[config.mk]
export PLATFORM = sky130hd
export DESIGN_NAME = kfis_ctrl
export DESIGN_NICKNAME = d
export VERILOG_FILES = /design/src/sv/kfis_pkg.sv /design/src/sv/kfis_ctrl.sv
export SDC_FILE = /design/constraint.sdc
export NUM_CORES = 1
export LEC_CHECK = 0
export ABC_AREA = 1
export BUFFER_PORTS_ARGS = -buffer_cell sky130_fd_sc_hd__clkbuf_2
export CORE_AREA = 8 8 45 47
export DETAILED_ROUTE_END_ITERATION = 10
export DIE_AREA = 0 0 53 55
export GPL_TIMING_DRIVEN = 0
export SLEW_MARGIN = 20
export SYNTH_ARGS = -nofsm -noshare
export SYNTH_HDL_FRONTEND = slang
export SYNTH_SLANG_ARGS = --single-unit
[constraint.sdc]
create_clock -name clk -period 3 [get_ports clk]
set_input_delay 0.45 -clock clk [delete_from_list [all_inputs] [get_ports clk]]
set_output_delay 0.45 -clock clk [all_outputs]
set_load 0.02 [all_outputs]
[src/sv/kfis_pkg.sv]
package kfis_pkg;

    localparam int MAX_KEYS   = 64;
    localparam int KEY_W      = $clog2(MAX_KEYS);
    localparam int CNT_W      = 7;
    localparam int FRAC_BITS  = 16;
    localparam int FRAC_W     = FRAC_BITS + 1;
    localparam int DIV_CNT_W  = $clog2(FRAC_BITS + 1);

    typedef enum logic [1:0] {
        REG_KEY_COUNT = 2'd0,
        REG_DURATION  = 2'd1,
        REG_WRAP_MODE = 2'd2,
        REG_SPARE     = 2'd3
    } cfg_reg_t;

    localparam logic CMD_LOAD  = 1'b0;
    localparam logic CMD_QUERY = 1'b1;

    typedef enum logic [3:0] {
        ST_IDLE,
        ST_ENDS,
        ST_CLASS,
        ST_SCAN,
        ST_SCAN_CHECK,
        ST_FETCH,
        ST_DIVIDE,
        ST_READ_VAL,
        ST_MULT,
        ST_DONE
    } state_t;

    typedef enum logic [1:0] {
        RD_FIRST,
        RD_LAST,
        RD_SCAN,
        RD_PAIR
    } rd_sel_t;

    typedef struct packed {
        logic    load_start;
        logic    rd_en;
        rd_sel_t rd_sel;
        logic    latch_first;
        logic    classify;
        logic    scan_step;
        logic    latch_hit;
        logic    set_last_pair;
        logic    div_start;
        logic    div_step;
        logic    latch_vals;
        logic    mult;
        logic    emit;
        logic    emit_empty;
    } ctrl_t;

    typedef struct packed {
        logic is_query;
        logic empty;
        logic in_span;
        logic scan_hit;
        logic scan_end;
        logic div_done;
    } stat_t;

endpackage

[src/sv/kfis_ctrl.sv]
module kfis_ctrl (
    input  logic            clk,
    input  logic            rst_n,
    input  logic            start,
    input  kfis_pkg::stat_t stat,
    output logic            busy,
    output kfis_pkg::ctrl_t ctrl
);

    kfis_pkg::state_t state_reg;
    kfis_pkg::state_t state_next;

    always_ff @(posedge clk or negedge rst_n)
    begin
        if (!rst_n)
        begin
            state_reg <= kfis_pkg::ST_IDLE;
        end
        else
        begin
            state_reg <= state_next;
        end
    end

    always_comb
    begin
        state_next = state_reg;
        unique case (state_reg)
            kfis_pkg::ST_IDLE:
            begin
                if (start)
                begin
                    state_next = kfis_pkg::ST_ENDS;
                end
            end
            kfis_pkg::ST_ENDS:
            begin
                priority if (!stat.is_query || stat.empty)
                begin
                    state_next = kfis_pkg::ST_DONE;
                end
                else
                begin
                    state_next = kfis_pkg::ST_CLASS;
                end
            end
            kfis_pkg::ST_CLASS:
            begin
                if (stat.in_span)
                begin
                    state_next = kfis_pkg::ST_SCAN;
                end
                else
                begin
                    state_next = kfis_pkg::ST_FETCH;
                end
            end
            kfis_pkg::ST_SCAN:
            begin
                state_next = kfis_pkg::ST_SCAN_CHECK;
            end
            kfis_pkg::ST_SCAN_CHECK:
            begin
                priority if (stat.scan_hit || stat.scan_end)
                begin
                    state_next = kfis_pkg::ST_FETCH;
                end
                else
                begin
                    state_next = kfis_pkg::ST_SCAN;
                end
            end
            kfis_pkg::ST_FETCH:
            begin
                state_next = kfis_pkg::ST_DIVIDE;
            end
            kfis_pkg::ST_DIVIDE:
            begin
                if (stat.div_done)
                begin
                    state_next = kfis_pkg::ST_READ_VAL;
                end
            end
            kfis_pkg::ST_READ_VAL:
            begin
                state_next = kfis_pkg::ST_MULT;
            end
            kfis_pkg::ST_MULT:
            begin
                state_next = kfis_pkg::ST_DONE;
            end
            kfis_pkg::ST_DONE:
            begin
                state_next = kfis_pkg::ST_IDLE;
            end
            default:
            begin
                state_next = kfis_pkg::ST_IDLE;
            end
        endcase
    end

    always_comb
    begin
        ctrl = '0;
        ctrl.rd_sel = kfis_pkg::RD_FIRST;
        busy = (state_reg != kfis_pkg::ST_IDLE);
        unique case (state_reg)
            kfis_pkg::ST_IDLE:
            begin
                ctrl.load_start = start;
                ctrl.rd_en      = start;
                ctrl.rd_sel     = kfis_pkg::RD_FIRST;
            end
            kfis_pkg::ST_ENDS:
            begin
                ctrl.latch_first = 1'b1;
                ctrl.rd_en       = 1'b1;
                ctrl.rd_sel      = kfis_pkg::RD_LAST;
            end
            kfis_pkg::ST_CLASS:
            begin
                ctrl.classify   = 1'b1;
            end
            kfis_pkg::ST_SCAN:
            begin
                ctrl.rd_en  = 1'b1;
                ctrl.rd_sel = kfis_pkg::RD_SCAN;
            end
            kfis_pkg::ST_SCAN_CHECK:
            begin
                ctrl.latch_hit     = stat.scan_hit;
                ctrl.set_last_pair = !stat.scan_hit && stat.scan_end;
                ctrl.scan_step     = 1'b1;
            end
            kfis_pkg::ST_FETCH:
            begin
                ctrl.div_start = 1'b1;
            end
            kfis_pkg::ST_DIVIDE:
            begin
                ctrl.div_step = 1'b1;
                ctrl.rd_en    = stat.div_done;
                ctrl.rd_sel   = kfis_pkg::RD_PAIR;
            end
            kfis_pkg::ST_READ_VAL:
            begin
                ctrl.latch_vals = 1'b1;
            end
            kfis_pkg::ST_MULT:
            begin
                ctrl.mult = 1'b1;
            end
            kfis_pkg::ST_DONE:
            begin
                ctrl.emit       = 1'b1;
                ctrl.emit_empty = stat.is_query && stat.empty;
            end
            default:
            begin
                ctrl.emit = 1'b0;
            end
        endcase
    end

endmodule

==> flow_metrics.env, run 1 <==
export IMPL_largest_reg_flops=4
export IMPL_setup_viol=0
export IMPL_syn_area_um2=403
export IMPL_grt_use_met1_pct=8.70
export IMPL_overflow=0
export IMPL_busiest_layer="met2"
export IMPL_pwr_share_comb_pct=67.6
export IMPL_syn_to_final_growth_pct=40.4
export IMPL_die_h_um=55
export IMPL_cts_buffer_depth=2
export IMPL_synth_seq_area_share_pct=24.8
export IMPL_cp_num_buf_inv=1
export IMPL_endpoint_kind="primary output"
export IMPL_vdd_ir_drop_max_mv=0.318
export IMPL_min_period_over_period_pct=62.6
export IMPL_power_density_nw_per_um2=1010
export IMPL_totalWireLength_um=1130
export IMPL_worstPathCellList="nor2_2, nand3_1, nand4_1, clkbuf_2"
export IMPL_place_ws_ps=1360
export IMPL_clockPowerShare_pct=11.3
export IMPL_antenna_found_initial=0
export IMPL_fin_crit_ps=1880
export IMPL_power_w=0.000569
export IMPL_die_x_um=53
export IMPL_grt_pass1_wl_um=1840
export IMPL_cp_slowest_cell="dfrtp_1"
export IMPL_cellLeakagePower_nw=0.377
export IMPL_fp_coreArea_um2=1380
export IMPL_postPlaceCellArea_um2=543
export IMPL_root_buffer="clkbuf_4"
export IMPL_track_usage_pct=7.94
export IMPL_fillers=167
export IMPL_first_pass_iters=4
export IMPL_rsz0062_at_grt="false"
export IMPL_wl_per_cell_um=9.97
export IMPL_crit_type="flip-flop to primary output"
export IMPL_required_ps=2550
export IMPL_holdCritPathClass="input port to async pin"
export IMPL_synth_avg_cell_area_um2=5.76
export IMPL_power_switching_share_pct=57.7
export IMPL_final_common_cell="clkbuf_2"
export IMPL_post_cts_buffers=0
export IMPL_drv_slew=0
export IMPL_cpPeakStageDelay_ps=440
export IMPL_rows=14
export IMPL_ys_ff_latch=4
export IMPL_max_freq_ghz=0.532
export IMPL_cp_top_family="simple AND/OR/NAND/NOR gates"
export IMPL_setup_tns_ps=0
export IMPL_io_pins=25
export IMPL_grt_util_met3_pct=2.67
export IMPL_worstSkewPairLatency_ps=230
export IMPL_detail_route_drc_violations=0
export IMPL_synth_cells=70
export IMPL_yosys_cell_types_count=15
export IMPL_multi_input_area_um2=246
export IMPL_fin_nets=108
export IMPL_die_area_um2=2920
export IMPL_skew_ps=0.124
export IMPL_vias_per_cell=4.52
export IMPL_grt_max_degree=9
export IMPL_cts_resized=0
export IMPL_finalWorstSetupSlack_ps=1120
export IMPL_grt_pass1_vias=474
export IMPL_h_tree_depth=1
export IMPL_grt_util_met2_pct=14.1
export IMPL_final_cell_mix="clkbuf_2 (24), nand2_1 (20), inv_1 (12)"
export IMPL_worst_pin_slew_ps=346
export IMPL_synthesis_nets=79
export IMPL_start_kind="flip-flop"
export IMPL_regArea_um2=100
export IMPL_status="completed"
export IMPL_hold_viol_final=0
export IMPL_place_port_buffers=24
export IMPL_cp_max_fo=8
export IMPL_power_internal_w=0.000241
export IMPL_clock_sinks=4
export IMPL_switchingPower_w=0.000328
export IMPL_start_util_pct=29.1
export IMPL_diodes=0
export IMPL_holdWs_ps=17.0
export IMPL_drive_above_1_share_pct=40.2
export IMPL_dp_hpwl_um=1010
export IMPL_drtIter0Drc=6
export IMPL_cts_hold_buffers=0
export IMPL_cts_buffers=3
export IMPL_relSlewSlack_pct=76.9
export IMPL_drv_cap=0
export IMPL_gp_congestion=0.764
export IMPL_critPathArrivalTime_ps=1430
export IMPL_yosys_warnings=0
export IMPL_cts_tree="yes"
export IMPL_final_area_um2=566
export IMPL_clk_pin_slew_ps=40
export IMPL_p_seq_share_pct=21.0
export IMPL_via_count=511
export IMPL_ant_nets=0
[final cells by class]
type,count,share of cell area (%)
timing repair buffer,24,21.2
inverter,15,9.96
multi-input combinational,51,43.6
sequential,4,17.7
clock buffer,3,3.98
tap,16,3.54
[routing by layer]
metal,vias to the layer above,part of all wire [%],wire (um)
li1,270,-,-
met1,219,42,469
met2,22,45,509
met3,0,13,149
met4,0,0,0
met5,-,0,0
[final timing paths]
check                              from      endpoint  slack [ps]  cells past startpoint
min                               rst_n  state_reg[3]          20                      1
max                        state_reg[3]      ctrl[13]        1120                      4
max reg2reg                state_reg[1]  state_reg[0]        1820                      5
min in group clk                stat[3]  state_reg[2]         520                      4
min reg2reg                state_reg[0]  state_reg[0]         660                      3
max in group asynchronous         rst_n  state_reg[0]        2870                      1
[synth_stat cells]
cell type  count  area, um^2
nand3_2        1        10.0
nor3_1         1        5.00
nand2_2        1        6.26
nand4_1        1        6.26
nand3b_1       1        7.51
nor2_1        11        41.3
nand2_1       20        75.1
inv_2          3        11.3
dfrtp_1        4         100
o211ai_1       1        7.51
nor2_2         5        31.3
nor3_2         1        10.0
nand3_1        7        35.0
nor2_4         1        11.3
inv_1         12        45.0
[metrics by stage]
stage / instances / utilization, %
finish: 113 / 40.9
detailed placement: 110 / 39.2
CTS: 113 / 40.9
global route: 113 / 40.9
floorplan: 70 / -
global placement: 110 / 39.2
[power groups by stage]
| stage | clock network (W) | logic (W) | registers, W |
|---|---|---|---|
| floorplan | 0 | 0.000280 | 0.000113 |
| global placement | 0 | 0.000387 | 0.000120 |
| detailed placement | 0 | 0.000391 | 0.000120 |
| CTS | 0.0000663 | 0.000392 | 0.000120 |
| global route | 0.0000734 | 0.000425 | 0.000124 |
| finish | 0.0000646 | 0.000385 | 0.000120 |
[cell families after synthesis]
| kind of cell | Yosys count | synth area share [%] |
|---|---|---|
| buffers and inverters | 15 | 14.0 |
| DFF | 4 | 24.8 |
| and+or+nand+nor | 50 | 59.3 |
| AOI/OAI and AO/OA | 1 | 1.86 |
No activity file was read; power rests on OpenSTA's default activity.
==> run 2: changes to the inputs <==
==> constraint.sdc (replaced) <==
create_clock -name clk -period 1.5 [get_ports clk]
set_input_delay 0.225 -clock clk [delete_from_list [all_inputs] [get_ports clk]]
set_output_delay 0.225 -clock clk [all_outputs]
set_load 0.02 [all_outputs]
==> run 2 against run 1 <==
The run now ends with negative setup slack left. Worst hold slack better by 280 ps. Die area unchanged. Setup slack worse by 1100 ps.
==> flow_metrics.env, run 2 (synthesized netlist as in run 1, its figures left out) <==
export IMPL_status="complete, but fails checks"
export IMPL_violations="negative setup slack"
export IMPL_crit_type="flip-flop to primary output"
export IMPL_grt_pass1_wl_um=1990
export IMPL_relSlewSlack_pct=86.8
export IMPL_ant_nets=0
export IMPL_rsz0062_at_grt="true"
export IMPL_grt_pass1_vias=513
export IMPL_worst_pin_slew_ps=197
export IMPL_skew_ps=0.0386
export IMPL_holdCritPathClass="input port to flip-flop"
export IMPL_diodes=0
export IMPL_clock_sinks=4
export IMPL_vdd_ir_drop_max_mv=0.754
export IMPL_die_h_um=55
export IMPL_drv_slew=0
export IMPL_h_tree_depth=1
export IMPL_finalWorstSetupSlack_ps=-0.620
export IMPL_hold_viol_final=0
export IMPL_endpoint_kind="primary output"
export IMPL_cts_buffers=3
export IMPL_holdWs_ps=300
export IMPL_overflow=0
export IMPL_final_common_cell="nand2_1"
export IMPL_via_count=567
export IMPL_start_kind="flip-flop"
export IMPL_gp_congestion=0.764
export IMPL_clk_pin_slew_ps=40
export IMPL_track_usage_pct=8.64
export IMPL_fp_coreArea_um2=1380
export IMPL_start_util_pct=29.1
export IMPL_cts_buffer_depth=2
export IMPL_setup_tns_ps=-0.620
export IMPL_power_w=0.00160
export IMPL_required_ps=1270
export IMPL_fin_crit_ps=1500
export IMPL_cellLeakagePower_nw=0.443
export IMPL_vias_per_cell=4.61
export IMPL_rows=14
export IMPL_first_pass_iters=4
export IMPL_grt_max_degree=7
export IMPL_worstSkewPairLatency_ps=230
export IMPL_die_x_um=53
export IMPL_largest_reg_flops=4
export IMPL_cp_max_fo=5
export IMPL_setup_viol=1
export IMPL_min_period_over_period_pct=100
export IMPL_antenna_found_initial=0
export IMPL_detail_route_drc_violations=0
export IMPL_final_cell_mix="nand2_1 (14), clkbuf_2 (13), buf_4 (12)"
export IMPL_wl_per_cell_um=11.2
export IMPL_critPathArrivalTime_ps=1280
export IMPL_drv_cap=0
export IMPL_power_density_nw_per_um2=2110
export IMPL_fin_nets=118
export IMPL_syn_to_final_growth_pct=88.5
export IMPL_max_freq_ghz=0.666
export IMPL_drive_above_1_share_pct=58.9
export IMPL_cts_tree="yes"
export IMPL_die_area_um2=2920
export IMPL_place_port_buffers=24
export IMPL_root_buffer="clkbuf_4"
export IMPL_io_pins=25
export IMPL_drtIter0Drc=5
export IMPL_dp_hpwl_um=1010
export IMPL_totalWireLength_um=1370
-- run 2: area by class of cell --
class	count	area, um^2
Clock buffer	3	22.5
Sequential cell	4	105
Multi-Input combinational cell	51	302
Fill cell	141	624
Timing Repair Buffer	34	251
Inverter	15	58.8
Tap cell	16	20.0
-- run 2: timing repair --
action | 4_1_cts | 5_1_grt
hold buffers | 1 | 0
pin swaps | 3 | 7
buffers inserted | 5 | 4
gates resized for setup | 12 | 36
hold endpoints to repair | 4 | 0
setup endpoints to repair | 10 | 11
-- run 2: through the flow --
step	utilization, %	setup slack (ps)	std cells	cell area, um^2
floorplan	-	72.8	70	403
global placement	39.2	86.1	110	543
detailed placement	39.2	87.9	110	543
CTS	46.7	-2.29	119	647
global route	54.9	-85.1	123	759
finish	54.9	-0.620	123	759
-- run 2: path summary, 6_finish.rpt --
check | startpoint | endpoint | slack [ps] | depth (start not counted)
setup reg to reg | state_reg[1] | state_reg[0] | 240 | 6
hold / removal | stat[3] | state_reg[2] | 300 | 4
max in group asynchronous | rst_n | state_reg[1] | 1020 | 2
setup / recovery | state_reg[3] | ctrl[13] | -0.6 | 6
hold reg to reg | state_reg[0] | state_reg[0] | 650 | 3
min in group asynchronous | rst_n | state_reg[3] | 350 | 2
-- run 2: layer usage --
layer / track usage, % / vias to the layer above / wire, um
met5: 0 / - / 0
met2: 16.6 / 21 / 721
met1: 8.69 / 257 / 508
met3: 2.67 / 0 / 144
li1: - / 289 / -
met4: 2.59 / 0 / 0
-- run 2: where the power goes --
part           switching [W]  leakage [nW]  total (W)  internal, W
combinational       0.000653         0.383    0.00119     0.000535
clock              0.0000400        0.0138   0.000129    0.0000892
sequential          0.000118        0.0462   0.000281     0.000164
-- run 2: critical path, cell delays in order, from the launching register on --
cell and delay (ps):
dfrtp_2 460, inv_2 80, nand2_2 60, nor2_2 120, nand2_1 60, nand4_1 100
clkbuf_8 150
==> run 3: changes to the inputs <==
--- a/config.mk
+++ b/config.mk
@@ -15,3 +15,4 @@
 export SYNTH_ARGS = -nofsm -noshare
 export SYNTH_HDL_FRONTEND = slang
 export SYNTH_SLANG_ARGS = --single-unit
+export TNS_END_PERCENT = 50
==> constraint.sdc (replaced) <==
create_clock -name clk -period 1.85 [get_ports clk]
set_input_delay 0.2775 -clock clk [delete_from_list [all_inputs] [get_ports clk]]
set_output_delay 0.2775 -clock clk [all_outputs]
set_load 0.02 [all_outputs]
==> run 3 against run 2 <==
The flow now finishes without violations. Final area down 24%. Critical path type unchanged. Via count down 9.3%. Critical endpoint unchanged. Sequential cell count unchanged. Core utilization down 13 points.
==> flow_metrics.env, run 3 (synthesized netlist as in run 1, its figures left out) <==
export IMPL_status="completed"
export IMPL_final_cell_mix="clkbuf_2 (24), nand2_1 (20), inv_1 (12)"
export IMPL_cp_top_family="simple AND/OR/NAND/NOR gates"
export IMPL_endpoint_kind="primary output"
export IMPL_detail_route_drc_violations=0
export IMPL_required_ps=1570
export IMPL_critPathArrivalTime_ps=1430
export IMPL_min_period_over_period_pct=92.2
export IMPL_crit_type="flip-flop to primary output"
export IMPL_rows=14
export IMPL_io_pins=25
export IMPL_drv_slew=0
export IMPL_power_density_nw_per_um2=1610
export IMPL_worstPathCellList="nor2_2, nand3_1, nand4_1, clkbuf_2"
export IMPL_drv_cap=0
export IMPL_grt_max_degree=9
export IMPL_start_kind="flip-flop"
export IMPL_diodes=0
export IMPL_cp_num_buf_inv=1
export IMPL_place_port_buffers=24
export IMPL_die_h_um=55
export IMPL_fillers=166
export IMPL_die_x_um=53
export IMPL_vias_per_cell=4.51
export IMPL_cts_buffer_depth=2
export IMPL_hold_viol_final=0
export IMPL_overflow=0
export IMPL_h_tree_depth=1
export IMPL_rsz0062_at_grt="false"
export IMPL_relSlewSlack_pct=76.9
export IMPL_vdd_ir_drop_max_mv=0.515
export IMPL_drive_above_1_share_pct=39.8
export IMPL_worst_pin_slew_ps=346
export IMPL_first_pass_iters=4
export IMPL_grt_pass1_vias=484
export IMPL_place_ws_ps=385
export IMPL_track_usage_pct=8.16
export IMPL_holdCritPathClass="input port to flip-flop"
export IMPL_ant_nets=0
export IMPL_clock_sinks=4
export IMPL_totalWireLength_um=1150
export IMPL_dp_hpwl_um=1010
export IMPL_root_buffer="clkbuf_4"
export IMPL_setup_tns_ps=0
export IMPL_fp_coreArea_um2=1380
export IMPL_wl_per_cell_um=10.1
export IMPL_start_util_pct=29.1
export IMPL_die_area_um2=2920
export IMPL_clk_pin_slew_ps=40
export IMPL_cpPeakStageDelay_ps=440
export IMPL_cp_max_fo=8
export IMPL_skew_ps=0.122
export IMPL_via_count=514
export IMPL_dp_cells=110
export IMPL_final_common_cell="clkbuf_2"
export IMPL_max_freq_ghz=0.586
export IMPL_antenna_found_initial=0
export IMPL_cellLeakagePower_nw=0.381
export IMPL_fin_nets=109
export IMPL_fin_crit_ps=1710
export IMPL_cts_buffers=3
export IMPL_setup_viol=0
export IMPL_finalWorstSetupSlack_ps=144
export IMPL_cp_slowest_cell="dfrtp_1"
export IMPL_cts_tree="yes"
export IMPL_gp_congestion=0.764
export IMPL_syn_to_final_growth_pct=42.9
export IMPL_worstSkewPairLatency_ps=230
export IMPL_drtIter0Drc=7
export IMPL_largest_reg_flops=4
export IMPL_stdcell_count=114
export IMPL_grt_pass1_wl_um=1880
==> run 3: layout make-up <==
| cell class | instances | area, um^2 | area share [%] |
|---|---|---|---|
| sequential | 4 | 100 | 17.4 |
| clock buffer | 3 | 22.5 | 3.91 |
| inverter | 15 | 56.3 | 9.78 |
| timing repair buffer | 25 | 130 | 22.6 |
| tap | 16 | 20.0 | 3.48 |
| multi-input combinational | 51 | 246 | 42.8 |
==> run 3: per-layer routing <==
| layer | vias up | share of wire, % | wire length (um) | track usage, % |
|---|---|---|---|---|
| li1 | 273 | - | - | - |
| met1 | 219 | 41 | 473 | 8.70 |
| met2 | 22 | 46 | 523 | 14.8 |
| met3 | 0 | 13 | 149 | 2.67 |
| met4 | 0 | 0 | 0 | 2.59 |
| met5 | - | 0 | 0 | 0 |
==> run 3: power by group <==
| group | internal (W) | switching [W] |
|---|---|---|
| Combinational | 0.000195 | 0.000432 |
| Clock | 0.0000723 | 0.0000323 |
| Sequential | 0.000125 | 0.0000692 |
==> run 3: worst reg2reg max path, delay by kind of cell, from the launching register on <==
family / cells / cell delay (ps)
flops: 1 / 460
simple gates: 5 / 660
==> run 3: path summary, 6_finish.rpt <==
path	from	end	slack, ps	cells past startpoint
min in group asynchronous	rst_n	state_reg[3]	400	2
worst min register to register	state_reg[0]	state_reg[0]	660	3
worst max-delay path	state_reg[3]	ctrl[13]	140	4
worst min-delay path	stat[3]	state_reg[2]	350	4
worst max register to register	state_reg[1]	state_reg[0]	660	5
max in group asynchronous	rst_n	state_reg[0]	1330	2
==> run 3: per-stage QoR <==
| stage | utilization [%] | hold WS [ps] | power [W] | instance area, um^2 |
|---|---|---|---|---|
| 4_1_cts | 41.6 | 348 | 0.000940 | 576 |
| 3_5_place_dp | 39.2 | 86.3 | 0.000829 | 543 |
| 2_1_floorplan | - | -18.1 | 0.000637 | 403 |
| 5_1_grt | 41.6 | 363 | 0.00101 | 576 |
| 3_3_place_gp | 39.2 | 85.2 | 0.000823 | 543 |
| 6_report | 41.6 | 351 | 0.000926 | 576 |
==> run 3: what timing repair did <==
action,4_1_cts,5_1_grt
resized for setup,0,0
hold endpoints to repair,4,0
endpoints found under the setup margin,0,0
buffers inserted,0,0
hold buffers,1,0
